**src/qsm_pkg.sv**
```systemverilog
// Shared constants, types and arithmetic helpers for the misorientation block.
package qsm_pkg;

	localparam int MAX_SYM      = 64;
	localparam int COMP_WIDTH   = 16;
	localparam int FRAC_BITS    = COMP_WIDTH - 2;
	localparam int ADDR_W       = $clog2(MAX_SYM);
	localparam int CNT_W        = $clog2(MAX_SYM + 1);
	localparam int PROD_W       = COMP_WIDTH + 2;
	localparam int DOT_W        = COMP_WIDTH + 4;
	localparam int BEST_W       = DOT_W - 1;
	localparam int M_W          = FRAC_BITS + 1;
	localparam int SQ_W         = 2 * FRAC_BITS + 2;
	localparam int SQ_STEPS     = FRAC_BITS + 1;
	localparam int CORDIC_STEPS = 18;
	localparam int CORDIC_FRAC  = 30;
	localparam int CX_W         = CORDIC_FRAC + 4;
	localparam int CZ_W         = 24;
	localparam int ENTRY_W      = 4 * COMP_WIDTH;

	typedef logic signed [COMP_WIDTH-1:0] comp_t;
	typedef logic signed [PROD_W-1:0] prod_t;

	typedef struct packed {
		logic            valid;
		logic [SQ_W-1:0] v;
		logic [SQ_W-1:0] r;
		logic [M_W-1:0]  m;
	} sq_beat_t;

	typedef struct packed {
		logic                   valid;
		logic signed [CX_W-1:0] x;
		logic signed [CX_W-1:0] y;
		logic signed [CZ_W-1:0] z;
	} cd_beat_t;

	typedef enum logic [2:0] {
		S_IDLE = 3'b001,
		S_SCAN = 3'b010,
		S_WAIT = 3'b100
	} state_t;

	localparam logic OP_LOAD  = 1'b0;
	localparam logic OP_QUERY = 1'b1;
	localparam logic REG_SYM_COUNT = 1'b0;
	localparam logic REG_TOLERANCE = 1'b1;

	// Product of two components rounded half up to the component's fraction bits, two bits wider.
	function automatic prod_t mulr(input comp_t a, input comp_t b);
		logic signed [2*COMP_WIDTH-1:0] p;
		begin
			p = a * b + (2*COMP_WIDTH)'(1 << (FRAC_BITS - 1));
			return p[2*COMP_WIDTH-1:FRAC_BITS];
		end
	endfunction

	function automatic comp_t sat_comp(input logic signed [DOT_W-1:0] v);
		begin
			if (v > DOT_W'((1 << (COMP_WIDTH - 1)) - 1))
				return comp_t'((1 << (COMP_WIDTH - 1)) - 1);
			else if (v < -DOT_W'(1 << (COMP_WIDTH - 1)))
				return comp_t'(-(1 << (COMP_WIDTH - 1)));
			else
				return v[COMP_WIDTH-1:0];
		end
	endfunction

	function automatic logic [SQ_W-1:0] sqrt_bit(input logic [4:0] k);
		begin
			return SQ_W'(1) << (2 * FRAC_BITS - 2 * int'(k));
		end
	endfunction

	function automatic logic signed [CZ_W-1:0] atan_q20(input logic [4:0] k);
		begin
			case (k)
				5'd0:    return CZ_W'(823550);
				5'd1:    return CZ_W'(486170);
				5'd2:    return CZ_W'(256879);
				5'd3:    return CZ_W'(130396);
				5'd4:    return CZ_W'(65451);
				5'd5:    return CZ_W'(32757);
				5'd6:    return CZ_W'(16383);
				5'd7:    return CZ_W'(8192);
				5'd8:    return CZ_W'(4096);
				5'd9:    return CZ_W'(2048);
				5'd10:   return CZ_W'(1024);
				5'd11:   return CZ_W'(512);
				5'd12:   return CZ_W'(256);
				5'd13:   return CZ_W'(128);
				5'd14:   return CZ_W'(64);
				5'd15:   return CZ_W'(32);
				5'd16:   return CZ_W'(16);
				5'd17:   return CZ_W'(8);
				default: return '0;
			endcase
		end
	endfunction

endpackage

```
**src/qsm_sqrt_cell.sv**
```systemverilog
// One restoring square-root cell: settles one result bit and passes the beat on.
module qsm_sqrt_cell import qsm_pkg::*; (
	input  logic     clk,
	input  logic     arst_n,
	input  logic [4:0] stage,
	input  sq_beat_t in,
	output sq_beat_t out
);
	logic [SQ_W-1:0] bit_v;
	logic [SQ_W-1:0] trial;
	logic            valid_q;
	logic [SQ_W-1:0] v_q;
	logic [SQ_W-1:0] r_q;
	logic [M_W-1:0]  m_q;

	assign bit_v = sqrt_bit(stage);
	assign trial = in.r + bit_v;
	assign out   = {valid_q, v_q, r_q, m_q};

	always_ff @(posedge clk or negedge arst_n) begin
		if (!arst_n)
			valid_q <= 1'b0;
		else
			valid_q <= in.valid;
	end

	always_ff @(posedge clk) begin
		m_q <= in.m;
		if (in.v >= trial) begin
			v_q <= in.v - trial;
			r_q <= (in.r >> 1) + bit_v;
		end else begin
			v_q <= in.v;
			r_q <= in.r >> 1;
		end
	end
endmodule

```
**config.mk**
```make
export PLATFORM = sky130hd
export DESIGN_NAME = qsm_sqrt_cell
export DESIGN_NICKNAME = d
export VERILOG_FILES = /design/src/qsm_pkg.sv /design/src/qsm_sqrt_cell.sv
export SDC_FILE = /design/constraint.sdc
export NUM_CORES = 1
export LEC_CHECK = 0
export BUFFER_PORTS_ARGS = -buffer_cell sky130_fd_sc_hd__buf_2
export CORE_ASPECT_RATIO = 0.9
export CORE_UTILIZATION = 54
export DETAILED_ROUTE_END_ITERATION = 10
export GPL_ROUTABILITY_DRIVEN = 0
export GPL_TIMING_DRIVEN = 0
export PLACE_DENSITY = 0.81
export SYNTH_ARGS = -nofsm -noshare
export SYNTH_HDL_FRONTEND = slang
export SYNTH_SLANG_ARGS = --single-unit
```
**constraint.sdc**
```tcl
create_clock -name clk -period 1.6 [get_ports clk]
set_clock_uncertainty 0.1 [all_clocks]
set_input_delay 0.24 -clock clk [delete_from_list [all_inputs] [get_ports clk]]
set_output_delay 0.24 -clock clk [all_outputs]
set_load 0.05 [all_outputs]
```
==> reports/results.tsv <==
stage	metric	value	unit
yosys	Synth Area in Compound Gates	25.5	%
power_and_ir_drop	Peak VDD IR	551	µV
floorplan	Die W	115	µm
clock_tree	CTS Root Buffer Type	clkbuf_16	
yosys	number of flops mapped to enable cells by yosys	0	
yosys	top cell type by total area after synthesis	dfxtp_1	
clock_tree	CTS max path bufs	2	
global_route	largest net degree at the start of global routing	15	
yosys	Seq cells post-synth	76	
yosys	FFs w/ async S/R, synth	1.32	%
job	max cap viols	0	
yosys	ranking of synthesized cells by area	dfxtp_1, ha_1, xnor2_1, xor2_1, nand2_1	
detailed_routing	wire per inst	18.2	µm
yosys	commonest register cell after synthesis	dfxtp_1	
floorplan	Boundary Pins	159	
power_and_ir_drop	internal power	0.00484	W
clock_tree	total clock sinks	76	
finish	leading cell types in the layout, fill and taps excluded	buf_2, dfxtp_1, nand2_1	
power_and_ir_drop	Psw	0.00313	W
power_and_ir_drop	Sequential Power Share	27.3	%
run_status	failing checks	negative setup slack	
floorplan	Core ar.	11000	µm²
finish	# nets final	1134	
power_and_ir_drop	power density cells	874	nW/µm²
detailed_routing	post-route ant nets	0	
worst_setup_path	startpoint type of the worst setup path	primary input	
hold_path	HP Class	primary input to flip-flop	
yosys	sequential area share after synthesis	24.6	%
clock_tree	CTS Buf Count	9	
timing	hold slack	0.0202	ns
worst_setup_path	Critical-path top delay cell	a2111oi_4	
detailed_routing	vias	6990	
clock_tree	number of H-tree levels	3	
worst_setup_path	CP Capture Type	flip-flop	
timing	Slew HR	56.0	%
timing	final worst slack	-3.59	ns
timing	Tmin final	5.19	ns
detailed_routing	drt pass-1 iters	6	
yosys	area share of the largest cell type after synthesis	24.2	%
global_route	first-pass GRT wire length	29200	µm
floorplan	effective utilization at floorplan	56.4	%
yosys	net count after synthesis	894	
detailed_routing	Detailed Route Iter0 Violations	657	
timing	Final Max Tran Viols	0	
timing	count of final setup violators	60	
place	DP Worst Slack	-4.67	ns
power_and_ir_drop	leakage power	3.97	nW
yosys	simple-gate area share of the yosys netlist	20.0	%
clock_tree	clock-pin transition on the worst setup and hold timing paths	0.06	ns
finish	layout cells sized above 1	40.6	%
finish	Layout area overhead	47.0	%
timing	Slew @ Worst Pin	0.660	ns
detailed_routing	total wire length	21100	µm
yosys	Netlist cell types	88	
timing	maximum clock frequency	0.193	GHz
power_and_ir_drop	Clk network pwr share	28.9	%
global_route	vias in the first global route	5918	
floorplan	full die area	11900	µm²
power_and_ir_drop	sw frac	39.3	%
yosys	syn avg cell area	8.17	µm²
yosys	Synth warnings	0	
power_and_ir_drop	Comb power frac	43.8	%
place	DP Wirelength	12700	µm
finish	leading cell type in the layout, fill and taps excluded	buf_2	
worst_setup_path	Crit Path Class	primary input to flip-flop	
worst_setup_path	Crit path top cell by count	a21o_1	
timing	RSZ-0062 raised after global routing	true	
yosys	fraction of the mapped netlist area in adder cells	11.1	%
yosys	Synth Cell Area	6200	µm²
timing	Final Hold Viols	0	
run_status	outcome	complete, but fails checks	
place	# port buffers	155	
global_route	Overflow after GRT	0	
yosys	largest family of logic cells by synthesized area	compound AO/OA/AOI/OAI gates	
worst_setup_path	delay of the slowest critical-path stage	0.36	ns
global_route	global-route usage over all layers	30.9	%
clock_tree	TritonCTS clock tree	built	
worst_setup_path	CP max FO	6	
timing	period utilization	324	%
yosys	xor/xnor cell area share of the yosys netlist	13.3	%
yosys	Gate Count Post-Synth	759	
worst_setup_path	Crit path required time	1.74	ns
detailed_routing	vias per cell	6.04	
yosys	portion of netlist area occupied by mux cells	1.92	%
floorplan	FP Rows	36	
worst_setup_path	Worst EP arrival	5.33	ns
floorplan	Die H	104	µm
detailed_routing	Remaining DRCs	0	
global_route	initial antenna violation count	1	
-- cell usage after synthesis (4+ instances only) --
cell      number
xor2_1        44
or3_1          8
a21oi_1       45
mux2i_1        4
xnor2_1       48
o21ai_1       12
buf_2         13
dfxtp_1       75
a31o_2         4
o211ai_1       5
o21ai_0       54
o21bai_1      12
nor2b_1        5
o31ai_1        8
inv_1         17
a31oi_1       17
ha_1          51
clkbuf_1      17
mux2_2         7
and2_1         7
nand2_1       90
a211oi_1       4
nand3_1       16
a21o_1        16
nand4_1        7
nor3_1        12
o21a_1         4
nand2b_1      11
nor2_1        56
and3_1         4
-- per-layer routing --
layer / up-vias / routed length (µm) / track usage (%) / part of all wire [%]
met3: 101 / 2110 / 5.44 / 10
met4: 0 / 1010 / 12.8 / 4.8
li1: 3230 / - / - / -
met5: - / 0 / 0 / 0
met1: 3200 / 8430 / 42.1 / 40
met2: 459 / 9500 / 47.8 / 45
-- path summary, 6_finish.rpt --
kind	start	end	slack (ns)	depth (start not counted)
setup / recovery	stage[1]	r_q[0]	-3.59	26
hold / removal	in[74]	v_q[29]	0.02	3
max in group asynchronous	arst_n	valid_q	1.23	2
min in group asynchronous	arst_n	valid_q	0.09	2
-- power by group through the flow --
stage          sequential, W  combinational [W]  clock, W
6_report             0.00218            0.00349   0.00230
5_1_grt              0.00219            0.00367   0.00243
4_1_cts              0.00217            0.00300   0.00232
3_5_place_dp         0.00221            0.00270         0
3_3_place_gp         0.00221            0.00268         0
2_1_floorplan        0.00304            0.00123         0
-- sequential cells by signal, indices dropped and copies added, names as in the netlist --
| name | cells |
|---|---|
| v_q | 30 |
| m_q | 15 |
| valid_q | 1 |
| r_q | 30 |
-- critical path, delay by kind of cell --
family                     cells  cell delay [ns]
AOI/OAI and AO/OA             13             2.73
xor gates and xnor gates       1             0.18
adders and majority gates      3             0.70
buffers and inverters          5             0.68
muxes                          1             0.29
and+or+nand+nor                3             0.50
-- cells by family (layout without fill, tap and decap cells) --
family | Yosys count | after routing
buffers and inverters | 50 | 295
AO/OA/AOI/OAI | 227 | 227
AND/OR/NAND/NOR | 247 | 247
multiplexers | 11 | 11
flip-flops | 76 | 76
adder cells (fa/ha/maj) | 55 | 55
other | 0 | 1
XOR/XNOR | 93 | 93
-- through the flow --
stage	setup TNS, ns	power, W	utilization (%)	cells	cell area [µm²]
floorplan	-205.31	0.00427	-	759	6390
global placement	-267.58	0.00489	66.9	1066	7350
global route	-220.18	0.00829	82.9	1157	9110
detailed placement	-270.64	0.00491	66.9	1066	7350
finish	-209.13	0.00797	82.9	1157	9110
CTS	-193.33	0.00749	77.1	1140	8470
-- what timing repair did --
item | CTS | global route
setup buffers | 42 | 12
pin swaps | 56 | 48
gates resized for setup | 65 | 123
hold endpoints to repair | 19 | 0
hold buffers | 19 | 0
endpoints found under the setup margin | 60 | 60
cloned | 1 | 5
-- cell type report --
cell class,count,area (µm²)
flip-flops and latches,76,1530
well taps,152,190
inverters,17,63.8
fillers,646,1880
clock buffers,10,239
clock inverters,6,93.8
multi-input cells,633,5190
repair buffers,234,1560
plain buffers,28,241
diodes,1,2.50
No activity file was read; power rests on OpenSTA's default activity.
