<file path="src/qsm_pkg.sv">
// Shared constants, types and arithmetic helpers for the misorientation block.
package qsm_pkg;

	localparam int MAX_SYM      = 64;
	localparam int COMP_WIDTH   = 16;
	localparam int FRAC_BITS    = COMP_WIDTH - 2;
	localparam int ADDR_W       = $clog2(MAX_SYM);
	localparam int CNT_W        = $clog2(MAX_SYM + 1);
	localparam int PROD_W       = COMP_WIDTH + 2;
	localparam int DOT_W        = COMP_WIDTH + 4;
	localparam int BEST_W       = DOT_W - 1;
	localparam int M_W          = FRAC_BITS + 1;
	localparam int SQ_W         = 2 * FRAC_BITS + 2;
	localparam int SQ_STEPS     = FRAC_BITS + 1;
	localparam int CORDIC_STEPS = 18;
	localparam int CORDIC_FRAC  = 30;
	localparam int CX_W         = CORDIC_FRAC + 4;
	localparam int CZ_W         = 24;
	localparam int ENTRY_W      = 4 * COMP_WIDTH;

	typedef logic signed [COMP_WIDTH-1:0] comp_t;
	typedef logic signed [PROD_W-1:0] prod_t;

	typedef struct packed {
		logic            valid;
		logic [SQ_W-1:0] v;
		logic [SQ_W-1:0] r;
		logic [M_W-1:0]  m;
	} sq_beat_t;

	typedef struct packed {
		logic                   valid;
		logic signed [CX_W-1:0] x;
		logic signed [CX_W-1:0] y;
		logic signed [CZ_W-1:0] z;
	} cd_beat_t;

	typedef enum logic [2:0] {
		S_IDLE = 3'b001,
		S_SCAN = 3'b010,
		S_WAIT = 3'b100
	} state_t;

	localparam logic OP_LOAD  = 1'b0;
	localparam logic OP_QUERY = 1'b1;
	localparam logic REG_SYM_COUNT = 1'b0;
	localparam logic REG_TOLERANCE = 1'b1;

	// Product of two components rounded half up to the component's fraction bits, two bits wider.
	function automatic prod_t mulr(input comp_t a, input comp_t b);
		logic signed [2*COMP_WIDTH-1:0] p;
		begin
			p = a * b + (2*COMP_WIDTH)'(1 << (FRAC_BITS - 1));
			return p[2*COMP_WIDTH-1:FRAC_BITS];
		end
	endfunction

	function automatic comp_t sat_comp(input logic signed [DOT_W-1:0] v);
		begin
			if (v > DOT_W'((1 << (COMP_WIDTH - 1)) - 1))
				return comp_t'((1 << (COMP_WIDTH - 1)) - 1);
			else if (v < -DOT_W'(1 << (COMP_WIDTH - 1)))
				return comp_t'(-(1 << (COMP_WIDTH - 1)));
			else
				return v[COMP_WIDTH-1:0];
		end
	endfunction

	function automatic logic [SQ_W-1:0] sqrt_bit(input logic [4:0] k);
		begin
			return SQ_W'(1) << (2 * FRAC_BITS - 2 * int'(k));
		end
	endfunction

	function automatic logic signed [CZ_W-1:0] atan_q20(input logic [4:0] k);
		begin
			case (k)
				5'd0:    return CZ_W'(823550);
				5'd1:    return CZ_W'(486170);
				5'd2:    return CZ_W'(256879);
				5'd3:    return CZ_W'(130396);
				5'd4:    return CZ_W'(65451);
				5'd5:    return CZ_W'(32757);
				5'd6:    return CZ_W'(16383);
				5'd7:    return CZ_W'(8192);
				5'd8:    return CZ_W'(4096);
				5'd9:    return CZ_W'(2048);
				5'd10:   return CZ_W'(1024);
				5'd11:   return CZ_W'(512);
				5'd12:   return CZ_W'(256);
				5'd13:   return CZ_W'(128);
				5'd14:   return CZ_W'(64);
				5'd15:   return CZ_W'(32);
				5'd16:   return CZ_W'(16);
				5'd17:   return CZ_W'(8);
				default: return '0;
			endcase
		end
	endfunction

endpackage

</file>
<file path="src/qsm_cordic_cell.sv">
// One vectoring CORDIC cell: rotates toward the x axis and accumulates the angle.
module qsm_cordic_cell import qsm_pkg::*; (
	input  logic     clk,
	input  logic     arst_n,
	input  logic [4:0] stage,
	input  cd_beat_t in,
	output cd_beat_t out
);
	logic signed [CX_W-1:0] dx;
	logic signed [CX_W-1:0] dy;
	logic                   valid_q;
	logic signed [CX_W-1:0] x_q;
	logic signed [CX_W-1:0] y_q;
	logic signed [CZ_W-1:0] z_q;

	assign dx  = in.y >>> stage;
	assign dy  = in.x >>> stage;
	assign out = {valid_q, x_q, y_q, z_q};

	always_ff @(posedge clk or negedge arst_n) begin
		if (!arst_n)
			valid_q <= 1'b0;
		else
			valid_q <= in.valid;
	end

	always_ff @(posedge clk) begin
		if (!in.y[CX_W-1]) begin
			x_q <= in.x + dx;
			y_q <= in.y - dy;
			z_q <= in.z + atan_q20(stage);
		end else begin
			x_q <= in.x - dx;
			y_q <= in.y + dy;
			z_q <= in.z - atan_q20(stage);
		end
	end
endmodule

</file>
<file path="config.mk">
export PLATFORM = sky130hd
export DESIGN_NAME = qsm_cordic_cell
export DESIGN_NICKNAME = d
export VERILOG_FILES = /design/src/qsm_pkg.sv /design/src/qsm_cordic_cell.sv
export SDC_FILE = /design/constraint.sdc
export NUM_CORES = 1
export LEC_CHECK = 0
export BUFFER_PORTS_ARGS = -buffer_cell sky130_fd_sc_hd__buf_2
export CAP_MARGIN = 20
export CELL_PAD_IN_SITES_DETAIL_PLACEMENT = 0
export CELL_PAD_IN_SITES_GLOBAL_PLACEMENT = 2
export CORE_MARGIN = 10
export CORE_UTILIZATION = 39
export DETAILED_ROUTE_END_ITERATION = 7
export HOLD_SLACK_MARGIN = 0.05
export PLACE_DENSITY_LB_ADDON = 0.3
export SKIP_LAST_GASP = 1
export SYNTH_ARGS = -nofsm -noshare
export SYNTH_HDL_FRONTEND = slang
export SYNTH_SLANG_ARGS = --single-unit
export TNS_END_PERCENT = 1
</file>
<file path="constraint.sdc">
create_clock -name clk -period 1.3 [get_ports clk]
set_clock_uncertainty 0.15 [all_clocks]
set_input_delay 0.26 -clock clk [delete_from_list [all_inputs] [get_ports clk]]
set_output_delay 0.26 -clock clk [all_outputs]
set_load 0.03 [all_outputs]
</file>
==> run summary <==
OUTCOME
-------------------------------------------------------------------------------------
Run status                                                               finished, violations left
Violations in the final reports                                          negative setup slack

GLOBAL ROUTE
-------------------------------------------------------------------------------------
Via count of the first global-routing pass                                      16371
Largest net degree at the start of global routing                                  35
Overall routing resource usage                                                  0.266
Most used routing layer                                                          met2
GR met1 Demand/Resource                                                         0.325
Wire length of the first global-routing pass                                  88.3 mm
Number of antenna violations at the first check in global routing                   0
Met2 track demand over resource                                                 0.438
Residual overflow from global routing                                               0
Global routing met3 resource utilization                                       0.0504

PLACE
-------------------------------------------------------------------------------------
DP Wirelength                                                                 46.8 mm
GPL Wtd Cong                                                                     1.09
Pre-CTS setup slack                                                          -4.57 ns
Count of buffers inserted at the top-level ports                                  192

FLOORPLANNING
-------------------------------------------------------------------------------------
Starting Density                                                                0.395
CORE AREA                                                                  33500 um^2
Area enclosed by the die boundary                                          41700 um^2
Vertical die dimension                                                         204 um
Chip Width                                                                     204 um
I/O pin total                                                                     193
Standard-cell row count                                                            67

SYNTHESIS
-------------------------------------------------------------------------------------
Part of the Yosys area used for sequential elements                             0.141
Register bit total from synthesis                                                  93
Number of synthesized flops with an enable pin                                      0
Dominant cell type by area after synthesis                                     mux4_2
Synthesis Warnings                                                                  0
Most common flop cell mapped by yosys                                         dfxtp_1
Average size of a mapped cell                                               8.48 um^2
Number of unique standard cell types used by synthesis                             87
Post-Syn Instances                                                               1561
Leading cell types by total area after synthesis                         mux4_2, dfxtp_1, ha_1
Most frequently used cell type in the post-synthesis netlist                   nor2_1
Post-synthesis net count                                                         1762
Asr flop ratio synth                                                           0.0108
Most instantiated cells after synthesis                                  nor2_1, nand2_1, a21oi_1
Area of the mapped netlist                                                 13200 um^2
Fraction of synthesized cell area taken by the top area cell type               0.141

CLOCK NETWORK
-------------------------------------------------------------------------------------
Cell at the root of the clock tree                                          clkbuf_16
Clock-pin slew of the registers on the worst-case setup and hold paths        0.07 ns
# hold bufs at CTS                                                                  4
Buffers from clock root to sink, at most                                            2
Sinks on the clock net                                                             93
Maximum level of the CTS H-tree                                                     3
Clock tree from TritonCTS                                                        done
CTS Buf Count                                                                       9

MIN PATH
-------------------------------------------------------------------------------------
Hold Path Class                                                             in -> reg
Hold path cells                                                                     2

TIMING
-------------------------------------------------------------------------------------
Slew headroom                                                                   0.539
Number of endpoints with negative hold slack in the final report                    0
# setup viols final                                                               122
Worst-margin pin slew                                                        0.686 ns
Final clock period utilization by the worst path                                 3.82
Shortest period the worst path allows                                         4.97 ns
Setup slack of the critical path after layout                                -3.67 ns
Achievable frequency                                                          201 MHz
Setup repair after global routing missed its margin                               yes
Number of pins with negative max-slew slack in the final report                     0
Worst Hold Slack                                                           0.00845 ns

DRT
-------------------------------------------------------------------------------------
Number of vias per cell                                                          5.71
DRC violation count after routing                                                   0
DR vias                                                                         16224
Drt wl/cell                                                                   20.1 um
Length of the first detailed-routing pass in iterations                             6
Initial DRC count                                                                1646
Post-DRT Antenna Nets                                                               0
Wirelength, routed                                                            57.1 mm

CRITICAL PATH
-------------------------------------------------------------------------------------
Arrival time worst endpoint                                                   5.13 ns
Maximum fanout along the worst path                                                30
Crit path required time                                                       1.47 ns
Element type at the critical path end                                        register
Category of the worst setup path launch point                               input pin
CP Class                                                                    in -> reg

CELLS AND AREA
-------------------------------------------------------------------------------------
Sequential cell area in the final layout                                    1870 um^2
Final net count                                                                  2591
Area of combinational cells with multiple inputs                           11100 um^2
Layout overhead on the synthesized area                                         55.5%
Proportion of layout cells with a drive suffix above 1                          0.461
Filler instances                                                                 3069
Number of inserted diodes                                                           0

PWR
-------------------------------------------------------------------------------------
Design Power                                                                 22900 uW
VDD IR-drop max                                                            0.000785 V
Power density over the cells                                             1110 nW/um^2
Leak                                                                       0.00980 uW

FLOW RUN
-------------------------------------------------------------------------------------
Maxcap violations                                                                   0

-- state kept, by name, summed over array words and instances (netlist names) --
signal   cells
valid_q      1
z_q         24
x_q         34
y_q         34
-- power by group --
part           total (uW)  switching (uW)  internal (uW)
clock                2840            1290           1540
combinational       15700            8570           7170
sequential           4290             249           4040
-- final cells by class --
| class | count | share of cell area |
|---|---|---|
| Timing Repair Buffer | 907 | 0.321 |
| Inverter | 41 | 0.00766 |
| Clock inverter | 5 | 0.00286 |
| Sequential cell | 93 | 0.0907 |
| Multi-Input combinational cell | 1338 | 0.539 |
| Tap cell | 448 | 0.0272 |
| Clock buffer | 11 | 0.0118 |
-- logic make-up after synthesis --
| group | synth area share |
|---|---|
| xor gates and xnor gates | 0.0920 |
| buffers and inverters | 0.0458 |
| and+or+nand+nor | 0.175 |
| adders and majority gates | 0.0972 |
| DFF | 0.141 |
| muxes | 0.223 |
| AOI/OAI and AO/OA | 0.226 |
-- routing by layer --
metal	vias up	wire [um]
li1	7591	-
met1	7662	23100
met2	794	26500
met3	177	4760
met4	0	2770
met5	-	0
-- worst paths after layout --
path	start	endpoint	slack [ns]
min	in[24]	y_q[0]	0.008
max in group asynchronous	arst_n	valid_q	0.35
max	stage[2]	x_q[31]	-3.67
min in group asynchronous	arst_n	valid_q	0.55
-- worst max-delay path: stages --
cell       delay [ns]
buf_4            0.21
buf_6            0.19
buf_12           0.20
mux2i_1          0.12
mux4_2           0.54
mux4_2           0.54
and3_1           0.22
nand3_2          0.10
buf_4            0.12
buf_4            0.14
and4bb_2         0.25
buf_4            0.14
or4_1            0.41
o211a_1          0.16
ha_1             0.33
a21oi_2          0.22
o2111ai_1        0.13
o21a_1           0.23
nand2_1          0.11
nand3_1          0.08
o211ai_1         0.14
buf_4            0.17
xnor2_1          0.11
-- per-stage QoR --
step                       util  setup TNS [ns]  instances  cell area [um^2]
final                     0.614         -249.35       2843             20600
after global routing      0.614         -270.83       2843             20600
after CTS                 0.613         -246.85       2840             20500
after detailed placement  0.586         -304.07       2796             19600
after global placement    0.586         -295.47       2796             19600
after floorplan               -         -260.52       1561             13400
-- cell usage in the layout (no fill, tap or decap), types with 11 or more instances in the layout --
cell type	synthesis	final
nor3_1	34	30
inv_1	37	36
a21oi_1	114	111
o22ai_1	15	13
buf_2	19	190
xnor2_1	97	97
a31oi_1	25	24
nand4_1	12	12
o21ai_1	4	14
dfxtp_1	92	92
nor2b_1	22	19
nand2b_1	20	20
o21a_1	29	29
nand3_1	34	32
o21ai_0	85	75
mux2_2	19	16
nor2_1	136	133
buf_4	6	691
xor2_1	42	42
ha_1	98	94
mux2i_1	66	60
a211oi_1	18	11
a21o_1	32	32
o211ai_1	13	13
and3_1	18	17
and2_1	22	20
mux4_2	83	85
nand2_1	130	130
-- repair_timing --
action                                  4_1_cts  5_1_grt
gates cloned                                  4        0
endpoints found under the setup margin      184      185
pin swaps                                    36        3
gates resized for setup                      73        4
setup buffers                                20        3
endpoints found under the hold margin         5        1
Note: power is estimated with default switching activity, not from simulation.
